**src/rtl/core/npts_pkg.sv**
```systemverilog
// ----------------------------------------------------------------------------
// npts_pkg
// Shared widths, register indexes, reset values and types of the nearest path
// point search.
// ----------------------------------------------------------------------------
package npts_pkg;

  localparam int unsigned COORD_BITS     = 24;
  localparam int unsigned DIFF_W         = COORD_BITS + 1;
  localparam int unsigned SQ_W           = 2 * COORD_BITS;
  localparam int unsigned SUM_W          = SQ_W + 1;
  localparam int unsigned ROOT_W         = COORD_BITS + 1;
  localparam int unsigned DIST_W         = 26;
  localparam int unsigned OUT_W          = 12;
  localparam int unsigned TOL_W          = 10;
  localparam int unsigned GAP_W          = 4;

  localparam int unsigned MAX_POINTS_DEF  = 4096;
  localparam int unsigned QUEUE_DEPTH_DEF = 4;

  localparam int unsigned CFG_IDX_W  = 2;
  localparam int unsigned CFG_DATA_W = TOL_W;

  localparam logic [CFG_IDX_W-1:0] CFG_MODE = 2'd0;
  localparam logic [CFG_IDX_W-1:0] CFG_TOL  = 2'd1;
  localparam logic [CFG_IDX_W-1:0] CFG_GAP  = 2'd2;

  localparam logic             MODE_RST = 1'b0;
  localparam logic [TOL_W-1:0] TOL_RST  = 10'd10;
  localparam logic [GAP_W-1:0] GAP_RST  = 4'd3;

  typedef struct packed {
    logic             mode;
    logic [TOL_W-1:0] tol;
    logic [GAP_W-1:0] gap;
  } cfg_t;

  // squared distance of one point with its scan marks
  typedef struct packed {
    logic [SUM_W-1:0] sum;
    logic             first;
    logic             last;
  } dist_req_t;

endpackage

```
**src/rtl/core/npts_in_if.sv**
```systemverilog
// ----------------------------------------------------------------------------
// npts_in_if
// Path point channel: valid/ready handshake with point, query and scan marks.
// ----------------------------------------------------------------------------
interface npts_in_if;
  import npts_pkg::*;

  logic                         valid;
  logic                         ready;
  logic signed [COORD_BITS-1:0] point_x;
  logic signed [COORD_BITS-1:0] point_y;
  logic signed [COORD_BITS-1:0] query_x;
  logic signed [COORD_BITS-1:0] query_y;
  logic                         first_point;
  logic                         last_point;

  modport source (
    output valid, point_x, point_y, query_x, query_y, first_point, last_point,
    input  ready
  );

  modport sink (
    input  valid, point_x, point_y, query_x, query_y, first_point, last_point,
    output ready
  );

endinterface

```
**src/rtl/core/npts_out_if.sv**
```systemverilog
// ----------------------------------------------------------------------------
// npts_out_if
// Result channel: valid/ready handshake carrying the chosen point index.
// ----------------------------------------------------------------------------
interface npts_out_if;
  import npts_pkg::*;

  logic             valid;
  logic             ready;
  logic [OUT_W-1:0] best_index;

  modport source (
    output valid, best_index,
    input  ready
  );

  modport sink (
    input  valid, best_index,
    output ready
  );

endinterface

```
**src/rtl/core/npts_front.sv**
```systemverilog
// ----------------------------------------------------------------------------
// npts_front
// Accepts path points, holds the query, and forms the squared distance in a
// two-stage pipeline that feeds the queue.
// ----------------------------------------------------------------------------
module npts_front (
  input  logic                clk_i,
  input  logic                rst_ni,
  npts_in_if.sink             in_i,
  output logic                req_valid_o,
  input  logic                req_ready_i,
  output npts_pkg::dist_req_t req_o
);
  import npts_pkg::*;

  logic signed [COORD_BITS-1:0] hqx_q, hqy_q;
  logic signed [COORD_BITS-1:0] qx, qy;
  logic signed [DIFF_W-1:0]     dx_d, dy_d, dx_q, dy_q;
  logic signed [2*DIFF_W-1:0]   prodx, prody;
  logic [SQ_W-1:0]              sqx_q, sqy_q;
  logic                         s1_v_q, s1_first_q, s1_last_q;
  logic                         s2_v_q, s2_first_q, s2_last_q;
  logic                         s1_rdy, s2_rdy, in_fire;

  assign s2_rdy     = !s2_v_q || req_ready_i;
  assign s1_rdy     = !s1_v_q || s2_rdy;
  assign in_i.ready = s1_rdy;
  assign in_fire    = in_i.valid && s1_rdy;

  // a first point brings its own query, otherwise the held one applies
  assign qx   = in_i.first_point ? in_i.query_x : hqx_q;
  assign qy   = in_i.first_point ? in_i.query_y : hqy_q;
  assign dx_d = {in_i.point_x[COORD_BITS-1], in_i.point_x} - {qx[COORD_BITS-1], qx};
  assign dy_d = {in_i.point_y[COORD_BITS-1], in_i.point_y} - {qy[COORD_BITS-1], qy};

  assign prodx = dx_q * dx_q;
  assign prody = dy_q * dy_q;

  assign req_valid_o = s2_v_q;
  assign req_o.sum   = {1'b0, sqx_q} + {1'b0, sqy_q};
  assign req_o.first = s2_first_q;
  assign req_o.last  = s2_last_q;

  always_ff @(posedge clk_i or negedge rst_ni) begin
    if (!rst_ni) begin
      hqx_q      <= '0;
      hqy_q      <= '0;
      s1_v_q     <= 1'b0;
      s1_first_q <= 1'b0;
      s1_last_q  <= 1'b0;
      s2_v_q     <= 1'b0;
      s2_first_q <= 1'b0;
      s2_last_q  <= 1'b0;
    end else begin
      if (in_fire && in_i.first_point) begin
        hqx_q <= in_i.query_x;
        hqy_q <= in_i.query_y;
      end
      if (s1_rdy) begin
        s1_v_q     <= in_i.valid;
        s1_first_q <= in_i.first_point;
        s1_last_q  <= in_i.last_point;
      end
      if (s2_rdy) begin
        s2_v_q     <= s1_v_q;
        s2_first_q <= s1_first_q;
        s2_last_q  <= s1_last_q;
      end
    end
  end

  always_ff @(posedge clk_i) begin
    if (s1_rdy) begin
      dx_q <= dx_d;
      dy_q <= dy_d;
    end
    if (s2_rdy) begin
      sqx_q <= prodx[SQ_W-1:0];
      sqy_q <= prody[SQ_W-1:0];
    end
  end

endmodule

```
**src/rtl/core/npts_fifo.sv**
```systemverilog
// ----------------------------------------------------------------------------
// npts_fifo
// Short queue of squared distances between the front and the back.
// ----------------------------------------------------------------------------
module npts_fifo #(
  parameter int unsigned DEPTH = npts_pkg::QUEUE_DEPTH_DEF
) (
  input  logic                clk_i,
  input  logic                rst_ni,
  input  logic                wr_valid_i,
  output logic                wr_ready_o,
  input  npts_pkg::dist_req_t wr_data_i,
  output logic                rd_valid_o,
  input  logic                rd_ready_i,
  output npts_pkg::dist_req_t rd_data_o
);
  import npts_pkg::*;

  localparam int unsigned PTR_W = $clog2(DEPTH);
  localparam int unsigned CNT_W = $clog2(DEPTH + 1);
  localparam logic [PTR_W-1:0] PTR_LAST = PTR_W'(DEPTH - 1);
  localparam logic [CNT_W-1:0] CNT_FULL = CNT_W'(DEPTH);

  dist_req_t        mem_q [DEPTH];
  logic [PTR_W-1:0] wr_ptr_q, rd_ptr_q;
  logic [CNT_W-1:0] count_q;
  logic             wr_fire, rd_fire;

  assign wr_ready_o = (count_q != CNT_FULL);
  assign rd_valid_o = (count_q != '0);
  assign rd_data_o  = mem_q[rd_ptr_q];
  assign wr_fire    = wr_valid_i && wr_ready_o;
  assign rd_fire    = rd_valid_o && rd_ready_i;

  always_ff @(posedge clk_i or negedge rst_ni) begin
    if (!rst_ni) begin
      wr_ptr_q <= '0;
      rd_ptr_q <= '0;
      count_q  <= '0;
    end else begin
      if (wr_fire) begin
        wr_ptr_q <= (wr_ptr_q == PTR_LAST) ? '0 : wr_ptr_q + 1'b1;
      end
      if (rd_fire) begin
        rd_ptr_q <= (rd_ptr_q == PTR_LAST) ? '0 : rd_ptr_q + 1'b1;
      end
      priority if (wr_fire && !rd_fire) begin
        count_q <= count_q + 1'b1;
      end else if (rd_fire && !wr_fire) begin
        count_q <= count_q - 1'b1;
      end else begin
        count_q <= count_q;
      end
    end
  end

  always_ff @(posedge clk_i) begin
    if (wr_fire) begin
      mem_q[wr_ptr_q] <= wr_data_i;
    end
  end

  a_count_bound: assert property (@(posedge clk_i) disable iff (!rst_ni)
    count_q <= CNT_FULL)
    else $error("queue fill count beyond depth");

  a_count_inc: assert property (@(posedge clk_i) disable iff (!rst_ni)
    (wr_fire && !rd_fire) |=> (count_q == $past(count_q) + CNT_W'(1)))
    else $error("queue count missed a transfer in");

  a_empty_ptrs: assert property (@(posedge clk_i) disable iff (!rst_ni)
    (count_q == '0) |-> (wr_ptr_q == rd_ptr_q))
    else $error("empty queue with pointers apart");

endmodule

```
**src/rtl/core/npts_back.sv**
```systemverilog
// ----------------------------------------------------------------------------
// npts_back
// Integer square root, one result bit per cycle, then the compare and update
// of the chosen point and the result register.
// ----------------------------------------------------------------------------
module npts_back #(
  parameter int unsigned MAX_POINTS = npts_pkg::MAX_POINTS_DEF
) (
  input  logic                clk_i,
  input  logic                rst_ni,
  input  npts_pkg::cfg_t      cfg_i,
  input  logic                req_valid_i,
  output logic                req_ready_o,
  input  npts_pkg::dist_req_t req_i,
  npts_out_if.source          out_o
);
  import npts_pkg::*;

  localparam int unsigned IDX_W = $clog2(MAX_POINTS);
  localparam int unsigned CMP_W = (IDX_W > GAP_W) ? IDX_W : GAP_W;
  localparam logic [IDX_W-1:0] IDX_LAST  = IDX_W'(MAX_POINTS - 1);
  localparam logic [SUM_W-1:0] BIT_START = SUM_W'(1) << (SUM_W - 1);

  typedef enum logic [1:0] {
    ST_IDLE,
    ST_ROOT,
    ST_UPD
  } state_e;

  state_e            st_q;
  logic [SUM_W-1:0]  n_q, res_q, bit_q, trial;
  logic              first_q, last_q;
  logic [DIST_W-1:0] min_q, min_eff, pt_dist;
  logic [DIST_W:0]   lim;
  logic [IDX_W-1:0]  chosen_q, cnt_q, chosen_eff, idx;
  logic              out_v_q;
  logic [OUT_W-1:0]  best_q;
  logic              ge, gap_ok, take, out_free, upd_go, res_go;

  assign trial   = res_q + bit_q;
  assign ge      = (n_q >= trial);
  assign pt_dist = DIST_W'(res_q[ROOT_W-1:0]);

  // a first point restarts the scan before it is scored
  assign min_eff    = first_q ? '1 : min_q;
  assign chosen_eff = first_q ? '0 : chosen_q;
  assign idx        = first_q ? '0 : cnt_q;

  assign lim    = {1'b0, min_eff} + (DIST_W + 1)'(cfg_i.tol);
  assign gap_ok = CMP_W'(idx - chosen_eff) > CMP_W'(cfg_i.gap);
  assign take   = cfg_i.mode ? (({1'b0, pt_dist} < lim) && gap_ok) : (pt_dist < min_eff);

  assign out_free = !out_v_q || out_o.ready;
  assign upd_go   = !last_q || out_free;
  assign res_go   = (st_q == ST_UPD) && last_q && upd_go;

  assign req_ready_o      = (st_q == ST_IDLE);
  assign out_o.valid      = out_v_q;
  assign out_o.best_index = best_q;

  always_ff @(posedge clk_i or negedge rst_ni) begin
    if (!rst_ni) begin
      st_q     <= ST_IDLE;
      n_q      <= '0;
      res_q    <= '0;
      bit_q    <= '0;
      first_q  <= 1'b0;
      last_q   <= 1'b0;
      min_q    <= '1;
      chosen_q <= '0;
      cnt_q    <= '0;
      out_v_q  <= 1'b0;
      best_q   <= '0;
    end else begin
      if (out_v_q && out_o.ready && !res_go) begin
        out_v_q <= 1'b0;
      end
      unique case (st_q)
        ST_IDLE: begin
          if (req_valid_i) begin
            n_q     <= req_i.sum;
            res_q   <= '0;
            bit_q   <= BIT_START;
            first_q <= req_i.first;
            last_q  <= req_i.last;
            st_q    <= ST_ROOT;
          end
        end
        ST_ROOT: begin
          if (ge) begin
            n_q   <= n_q - trial;
            res_q <= (res_q >> 1) + bit_q;
          end else begin
            res_q <= res_q >> 1;
          end
          bit_q <= bit_q >> 2;
          if (bit_q[0]) begin
            st_q <= ST_UPD;
          end
        end
        ST_UPD: begin
          if (upd_go) begin
            if (last_q) begin
              out_v_q  <= 1'b1;
              best_q   <= take ? OUT_W'(idx) : OUT_W'(chosen_eff);
              min_q    <= '1;
              chosen_q <= '0;
              cnt_q    <= '0;
            end else begin
              if (take) begin
                min_q    <= pt_dist;
                chosen_q <= idx;
              end else begin
                min_q    <= min_eff;
                chosen_q <= chosen_eff;
              end
              cnt_q <= (idx < IDX_LAST) ? idx + 1'b1 : idx;
            end
            st_q <= ST_IDLE;
          end
        end
        default: st_q <= ST_IDLE;
      endcase
    end
  end

  a_root_fits: assert property (@(posedge clk_i) disable iff (!rst_ni)
    (st_q == ST_UPD) |-> (res_q[SUM_W-1:ROOT_W] == '0))
    else $error("square root wider than the distance");

  a_chosen_behind: assert property (@(posedge clk_i) disable iff (!rst_ni)
    chosen_q <= cnt_q)
    else $error("chosen index ahead of point counter");

  a_result_source: assert property (@(posedge clk_i) disable iff (!rst_ni)
    $rose(out_v_q) |-> $past((st_q == ST_UPD) && last_q))
    else $error("result raised outside a last point update");

endmodule

```
**src/rtl/core/path_nearest_point_search.sv**
```systemverilog
// ----------------------------------------------------------------------------
// path_nearest_point_search
// Nearest path point search over a stream of points with configurable mode.
// ----------------------------------------------------------------------------
// In the back end each path point is picked from the queue, goes through the
// integer square root (one result bit per cycle in a single shared root unit),
// then the compare and update, which on a scan's last point waits for a free
// output register; a new point is taken only once the last is done. The front
// end takes points in every cycle until its two pipeline stages and the
// QUEUE_DEPTH-entry queue are full, so a burst of up to QUEUE_DEPTH + 3 points
// goes in without stalls. The update of a scan's last point loads its result,
// which waits in an output register. Configuration writes take effect at once;
// the user must make them while no point is in flight, as the block won't check.
module path_nearest_point_search #(
  parameter int unsigned MAX_POINTS  = npts_pkg::MAX_POINTS_DEF,
  parameter int unsigned QUEUE_DEPTH = npts_pkg::QUEUE_DEPTH_DEF
) (
  input  logic                               clk_i,
  input  logic                               rst_ni,
  npts_in_if.sink                            in_i,
  npts_out_if.source                         out_o,
  input  logic                               cfg_we_i,
  input  logic [npts_pkg::CFG_IDX_W-1:0]     cfg_idx_i,
  input  logic [npts_pkg::CFG_DATA_W-1:0]    cfg_data_i
);
  import npts_pkg::*;

  cfg_t      cfg_q;
  logic      fr_valid, fr_ready, bk_valid, bk_ready;
  dist_req_t fr_req, bk_req;

  always_ff @(posedge clk_i or negedge rst_ni) begin
    if (!rst_ni) begin
      cfg_q.mode <= MODE_RST;
      cfg_q.tol  <= TOL_RST;
      cfg_q.gap  <= GAP_RST;
    end else if (cfg_we_i) begin
      unique case (cfg_idx_i)
        CFG_MODE: cfg_q.mode <= cfg_data_i[0];
        CFG_TOL:  cfg_q.tol  <= cfg_data_i[TOL_W-1:0];
        CFG_GAP:  cfg_q.gap  <= cfg_data_i[GAP_W-1:0];
        default:  cfg_q      <= cfg_q;
      endcase
    end
  end

  npts_front u_front (
    .clk_i       (clk_i),
    .rst_ni      (rst_ni),
    .in_i        (in_i),
    .req_valid_o (fr_valid),
    .req_ready_i (fr_ready),
    .req_o       (fr_req)
  );

  npts_fifo #(
    .DEPTH (QUEUE_DEPTH)
  ) u_fifo (
    .clk_i      (clk_i),
    .rst_ni     (rst_ni),
    .wr_valid_i (fr_valid),
    .wr_ready_o (fr_ready),
    .wr_data_i  (fr_req),
    .rd_valid_o (bk_valid),
    .rd_ready_i (bk_ready),
    .rd_data_o  (bk_req)
  );

  npts_back #(
    .MAX_POINTS (MAX_POINTS)
  ) u_back (
    .clk_i       (clk_i),
    .rst_ni      (rst_ni),
    .cfg_i       (cfg_q),
    .req_valid_i (bk_valid),
    .req_ready_o (bk_ready),
    .req_i       (bk_req),
    .out_o       (out_o)
  );

endmodule

```
**src/flat_wrapper.sv**
```systemverilog
// flat-port wrapper written by rule: the top's interface ports become plain ports
module path_nearest_point_search_flat import npts_pkg::*;
#(
  parameter int unsigned MAX_POINTS  = npts_pkg::MAX_POINTS_DEF,
  parameter int unsigned QUEUE_DEPTH = npts_pkg::QUEUE_DEPTH_DEF
)
  (clk_i, rst_ni, cfg_we_i, cfg_idx_i, cfg_data_i, in_i_valid, in_i_point_x, in_i_point_y, in_i_query_x, in_i_query_y, in_i_first_point, in_i_last_point, in_i_ready, out_o_valid, out_o_best_index, out_o_ready);
  npts_in_if in_i_i ();
  npts_out_if out_o_i ();
  input  logic clk_i;
  input  logic rst_ni;
  input  logic cfg_we_i;
  input  logic [npts_pkg::CFG_IDX_W-1:0] cfg_idx_i;
  input  logic [npts_pkg::CFG_DATA_W-1:0] cfg_data_i;
  input wire logic [$bits(in_i_i.valid)-1:0] in_i_valid;
  input wire logic [$bits(in_i_i.point_x)-1:0] in_i_point_x;
  input wire logic [$bits(in_i_i.point_y)-1:0] in_i_point_y;
  input wire logic [$bits(in_i_i.query_x)-1:0] in_i_query_x;
  input wire logic [$bits(in_i_i.query_y)-1:0] in_i_query_y;
  input wire logic [$bits(in_i_i.first_point)-1:0] in_i_first_point;
  input wire logic [$bits(in_i_i.last_point)-1:0] in_i_last_point;
  output wire logic [$bits(in_i_i.ready)-1:0] in_i_ready;
  output wire logic [$bits(out_o_i.valid)-1:0] out_o_valid;
  output wire logic [$bits(out_o_i.best_index)-1:0] out_o_best_index;
  input wire logic [$bits(out_o_i.ready)-1:0] out_o_ready;
  assign in_i_i.valid = in_i_valid;
  assign in_i_i.point_x = in_i_point_x;
  assign in_i_i.point_y = in_i_point_y;
  assign in_i_i.query_x = in_i_query_x;
  assign in_i_i.query_y = in_i_query_y;
  assign in_i_i.first_point = in_i_first_point;
  assign in_i_i.last_point = in_i_last_point;
  assign in_i_ready = in_i_i.ready;
  assign out_o_valid = out_o_i.valid;
  assign out_o_best_index = out_o_i.best_index;
  assign out_o_i.ready = out_o_ready;
  path_nearest_point_search #(.MAX_POINTS(MAX_POINTS), .QUEUE_DEPTH(QUEUE_DEPTH)) u_core (.clk_i(clk_i), .rst_ni(rst_ni), .in_i(in_i_i), .out_o(out_o_i), .cfg_we_i(cfg_we_i), .cfg_idx_i(cfg_idx_i), .cfg_data_i(cfg_data_i));
endmodule
```
**config.mk**
```make
export PLATFORM = sky130hd
export DESIGN_NAME = path_nearest_point_search_flat
export DESIGN_NICKNAME = d
export VERILOG_FILES = /design/src/rtl/core/npts_pkg.sv /design/src/rtl/core/npts_in_if.sv /design/src/rtl/core/npts_out_if.sv /design/src/rtl/core/npts_front.sv /design/src/rtl/core/npts_fifo.sv /design/src/rtl/core/npts_back.sv /design/src/rtl/core/path_nearest_point_search.sv /design/src/flat_wrapper.sv
export SDC_FILE = /design/constraint.sdc
export NUM_CORES = 2
export LEC_CHECK = 0
export ABC_AREA = 1
export BUFFER_PORTS_ARGS = -buffer_cell sky130_fd_sc_hd__buf_2
export CORE_ASPECT_RATIO = 1.1
export CORE_MARGIN = 5
export CORE_UTILIZATION = 45
export DETAILED_ROUTE_END_ITERATION = 10
export SYNTH_ARGS = -nofsm -noshare
export SYNTH_HDL_FRONTEND = slang
export SYNTH_HIERARCHICAL = 1
export SYNTH_SLANG_ARGS = --single-unit
```
**constraint.sdc**
```tcl
create_clock -name clk_i -period 9.14 [get_ports clk_i]
set_input_delay 0.457 -clock clk_i [delete_from_list [all_inputs] [get_ports clk_i]]
set_output_delay 0.457 -clock clk_i [all_outputs]
set_load 0.01 [all_outputs]
```
==> metrics <==
run status=finished, final reports clean; commonest non-fill, non-tap cell in the layout=nand2_1; die width=426 um; Netlist Area Pre-Place=85,800 um^2; total gr overflow=0; asr flop ratio synth=0.433; Synthesized Nets=12,800; final hold vios=0; EDFF count, synth=348; TritonRoute pass-1 iters=5; post-CTS resize count=0; CTS Root Cell=clkbuf_16; setup TNS=0 ns; Skew-Pair Late Insertion Delay=0.72 ns; row cnt=168; Setup CP Type=flip-flop to flip-flop; vias in the first global route=72,800; Mapped Cells=10,900; post-synthesis register bit count=614; crit path capture=u_core/u_front/sqx_q[38]; CP Launch Type=flip-flop; # nets final=12,800; fin crit period=7.37 ns; Layout area overhead=7.52%; Core Region=190,000 um^2; vias post-DR=69,800; sequential-to-total area share from yosys stat=0.200; Reg2Reg Setup Slack=1.77 ns; vias per cell=5.13; Antenna Violating Nets Remaining=0; area fraction of the dominant cell type after synthesis=0.277; pre-CTS setup slack=1.82 ns; RSZ-0062 raised after global routing=false; layout cell share with drive strength beyond 1=0.0545; cell accounting for the most synthesized area=fa_1; routed len/inst=19.0 um; DRT iter0 DRCs=5,097; drc violations=0; CP startpoint=u_core/u_front/dx_q[24]; reg2reg path depth=21; Worst Setup End Kind=flip-flop; final setup violation count=0; CP Data Arrival Time=7.80 ns; Slew @ Worst Pin=1.17 ns; Final Cycle Share=0.806; fillcell total=19,000; GRT Total Usage=0.262; Req. time, crit path=9.57 ns; reg-to-reg startpoint=u_core/u_front/dx_q[24]; first-pass GRT wire length=410,000 um; Max Cap Viol=0; Ys Warns=6; H-tree depth=3; Synth Area per Inst=7.86 um^2; placer congestion estimate=0.945; num ports=129; Die Span Y=468 um; WHS Path Cells=3; hpwl dp=211,000 um; Num CTS Buffers=79; top post-synthesis cells by area=fa_1 28%, edfxtp_1 12%, nand2_1 12%; hold slack=0.0573 ns; cell area after layout=92,200 um^2; Slew HR=0.223; Port Buffers=128; max-slew violations=0; Clock Sinks=614; commonest non-fill, non-tap cells in the layout=2,778 x nand2_1, 2,565 x inv_1, 1,188 x fa_1; crit-path max FO=22; largest net degree at the start of global routing=106; Final Skew=0.0566 ns; Initial Util=0.451; antenna violations before repair=27; f_max=136 MHz; Hold Path Class=input pin to flip-flop; number of distinct library cells after synthesis=69; top_reg_cell synth=edfxtp_1; final worst slack=1.77 ns; final WL=258,000 um; Reg-to-Reg End=u_core/u_front/sqx_q[38]; CTS tree=built; area of placed instances=89,000 um^2; full die area=199,000 um^2; CTS max path bufs=3; clk slew on worst S/H paths=0.06 ns
## cell families after synthesis
family                     after synthesis  synth area share
DFF                                    614             0.200
AOI/OAI and AO/OA                     1188            0.0821
buffers and inverters                 2881             0.129
adders and majority gates             1759             0.361
and+or+nand+nor                       4223             0.202
xor gates and xnor gates               252            0.0257
muxes                                    2          0.000263
## cell usage after synthesis, types with 30 or more instances
library cell,count
nand2_2,36
fa_1,1188
o211ai_2,52
o21ai_0,440
dfrtp_1,236
nand4_1,94
a21oi_1,403
nor3_1,69
xor2_1,179
o211ai_1,61
o21bai_1,54
ha_1,571
clkbuf_1,215
edfxtp_1,348
nand2_1,2781
nand3_1,457
dfstp_2,30
nor2_1,659
xnor2_1,73
inv_1,2566
buf_2,44
o22ai_1,40
## layer usage
layer / up-vias / track usage / part of all wire
li1: 33400 / - / -
met1: 34100 / 0.342 / 0.42
met2: 1827 / 0.457 / 0.49
met3: 387 / 0.0292 / 0.049
met4: 18 / 0.0809 / 0.035
met5: - / 0 / 0.00055
## flip-flops by register name, indices dropped and copies added (netlist names), 2 cells and up
name	count
u_core/u_front/hqx_q	24
u_core/u_back/n_q	49
u_core/cfg_q	15
u_core/u_fifo/rd_ptr_q	2
u_core/u_fifo/wr_ptr_q	2
u_core/u_front/hqy_q	24
u_core/u_fifo/count_q	3
u_core/u_back/min_q	26
u_core/u_back/out_o.best_index	12
u_core/u_front/dy_q	25
u_core/u_back/res_q	49
u_core/u_fifo/mem_q	204
u_core/u_front/dx_q	25
u_core/u_front/sqx_q	47
u_core/u_back/cnt_q	12
u_core/u_back/bit_q	25
u_core/u_front/sqy_q	47
u_core/u_back/st_q	2
u_core/u_back/chosen_q	12
## worst min path at each step
| stage | start | end |
|---|---|---|
| after global placement | u_core/u_front/hqx_q[14] | u_core/u_front/hqx_q[14] |
| after CTS | in_i_query_y[4] | u_core/u_front/hqy_q[4] |
| after floorplan | rst_ni | u_core/cfg_q[10] |
| final | in_i_query_y[0] | u_core/u_front/hqy_q[0] |
| after detailed placement | u_core/cfg_q[14] | u_core/cfg_q[14] |
| after global routing | in_i_query_y[4] | u_core/u_front/hqy_q[4] |
## cell type report
| cell class | instances | area, um^2 | share of cell area |
|---|---|---|---|
| multi-input combinational | 7424 | 57600 | 0.624 |
| clock buffer | 100 | 2130 | 0.0231 |
| sequential | 614 | 17100 | 0.186 |
| antenna | 17 | 42.5 | 0.000461 |
| clock inverter | 46 | 549 | 0.00596 |
| tap | 2550 | 3190 | 0.0346 |
| timing repair buffer | 273 | 1900 | 0.0206 |
| inverter | 2580 | 9690 | 0.105 |
## stage by stage
stage | utilization | std cells
final | 0.485 | 13600
after global routing | 0.485 | 13600
after CTS | 0.485 | 13600
after detailed placement | 0.468 | 13400
after global placement | 0.468 | 13400
after floorplan | - | 10900
## critical path, cell delays in order (launching register included)
cell,delay (ns)
edfxtp_1,0.87
nand2_1,0.19
inv_1,0.17
fa_1,0.56
fa_1,0.68
inv_1,0.21
fa_1,0.53
inv_1,0.05
fa_1,0.48
fa_1,0.53
fa_1,0.50
inv_1,0.05
fa_1,0.47
inv_1,0.04
ha_1,0.43
nand2_1,0.13
nor2_1,0.24
nand2_1,0.16
nor4_2,0.25
nand3_1,0.23
nand4_1,0.15
nand2_1,0.13
## repair_timing
| action | CTS | global route |
|---|---|---|
| hold buffers | 48 | 0 |
| setup buffers | 0 | 0 |
| endpoints found under the hold margin | 114 | 0 |
Power is not shown: default switching activity piles up to over one toggle a cycle in this logic, so the estimate is an artifact.
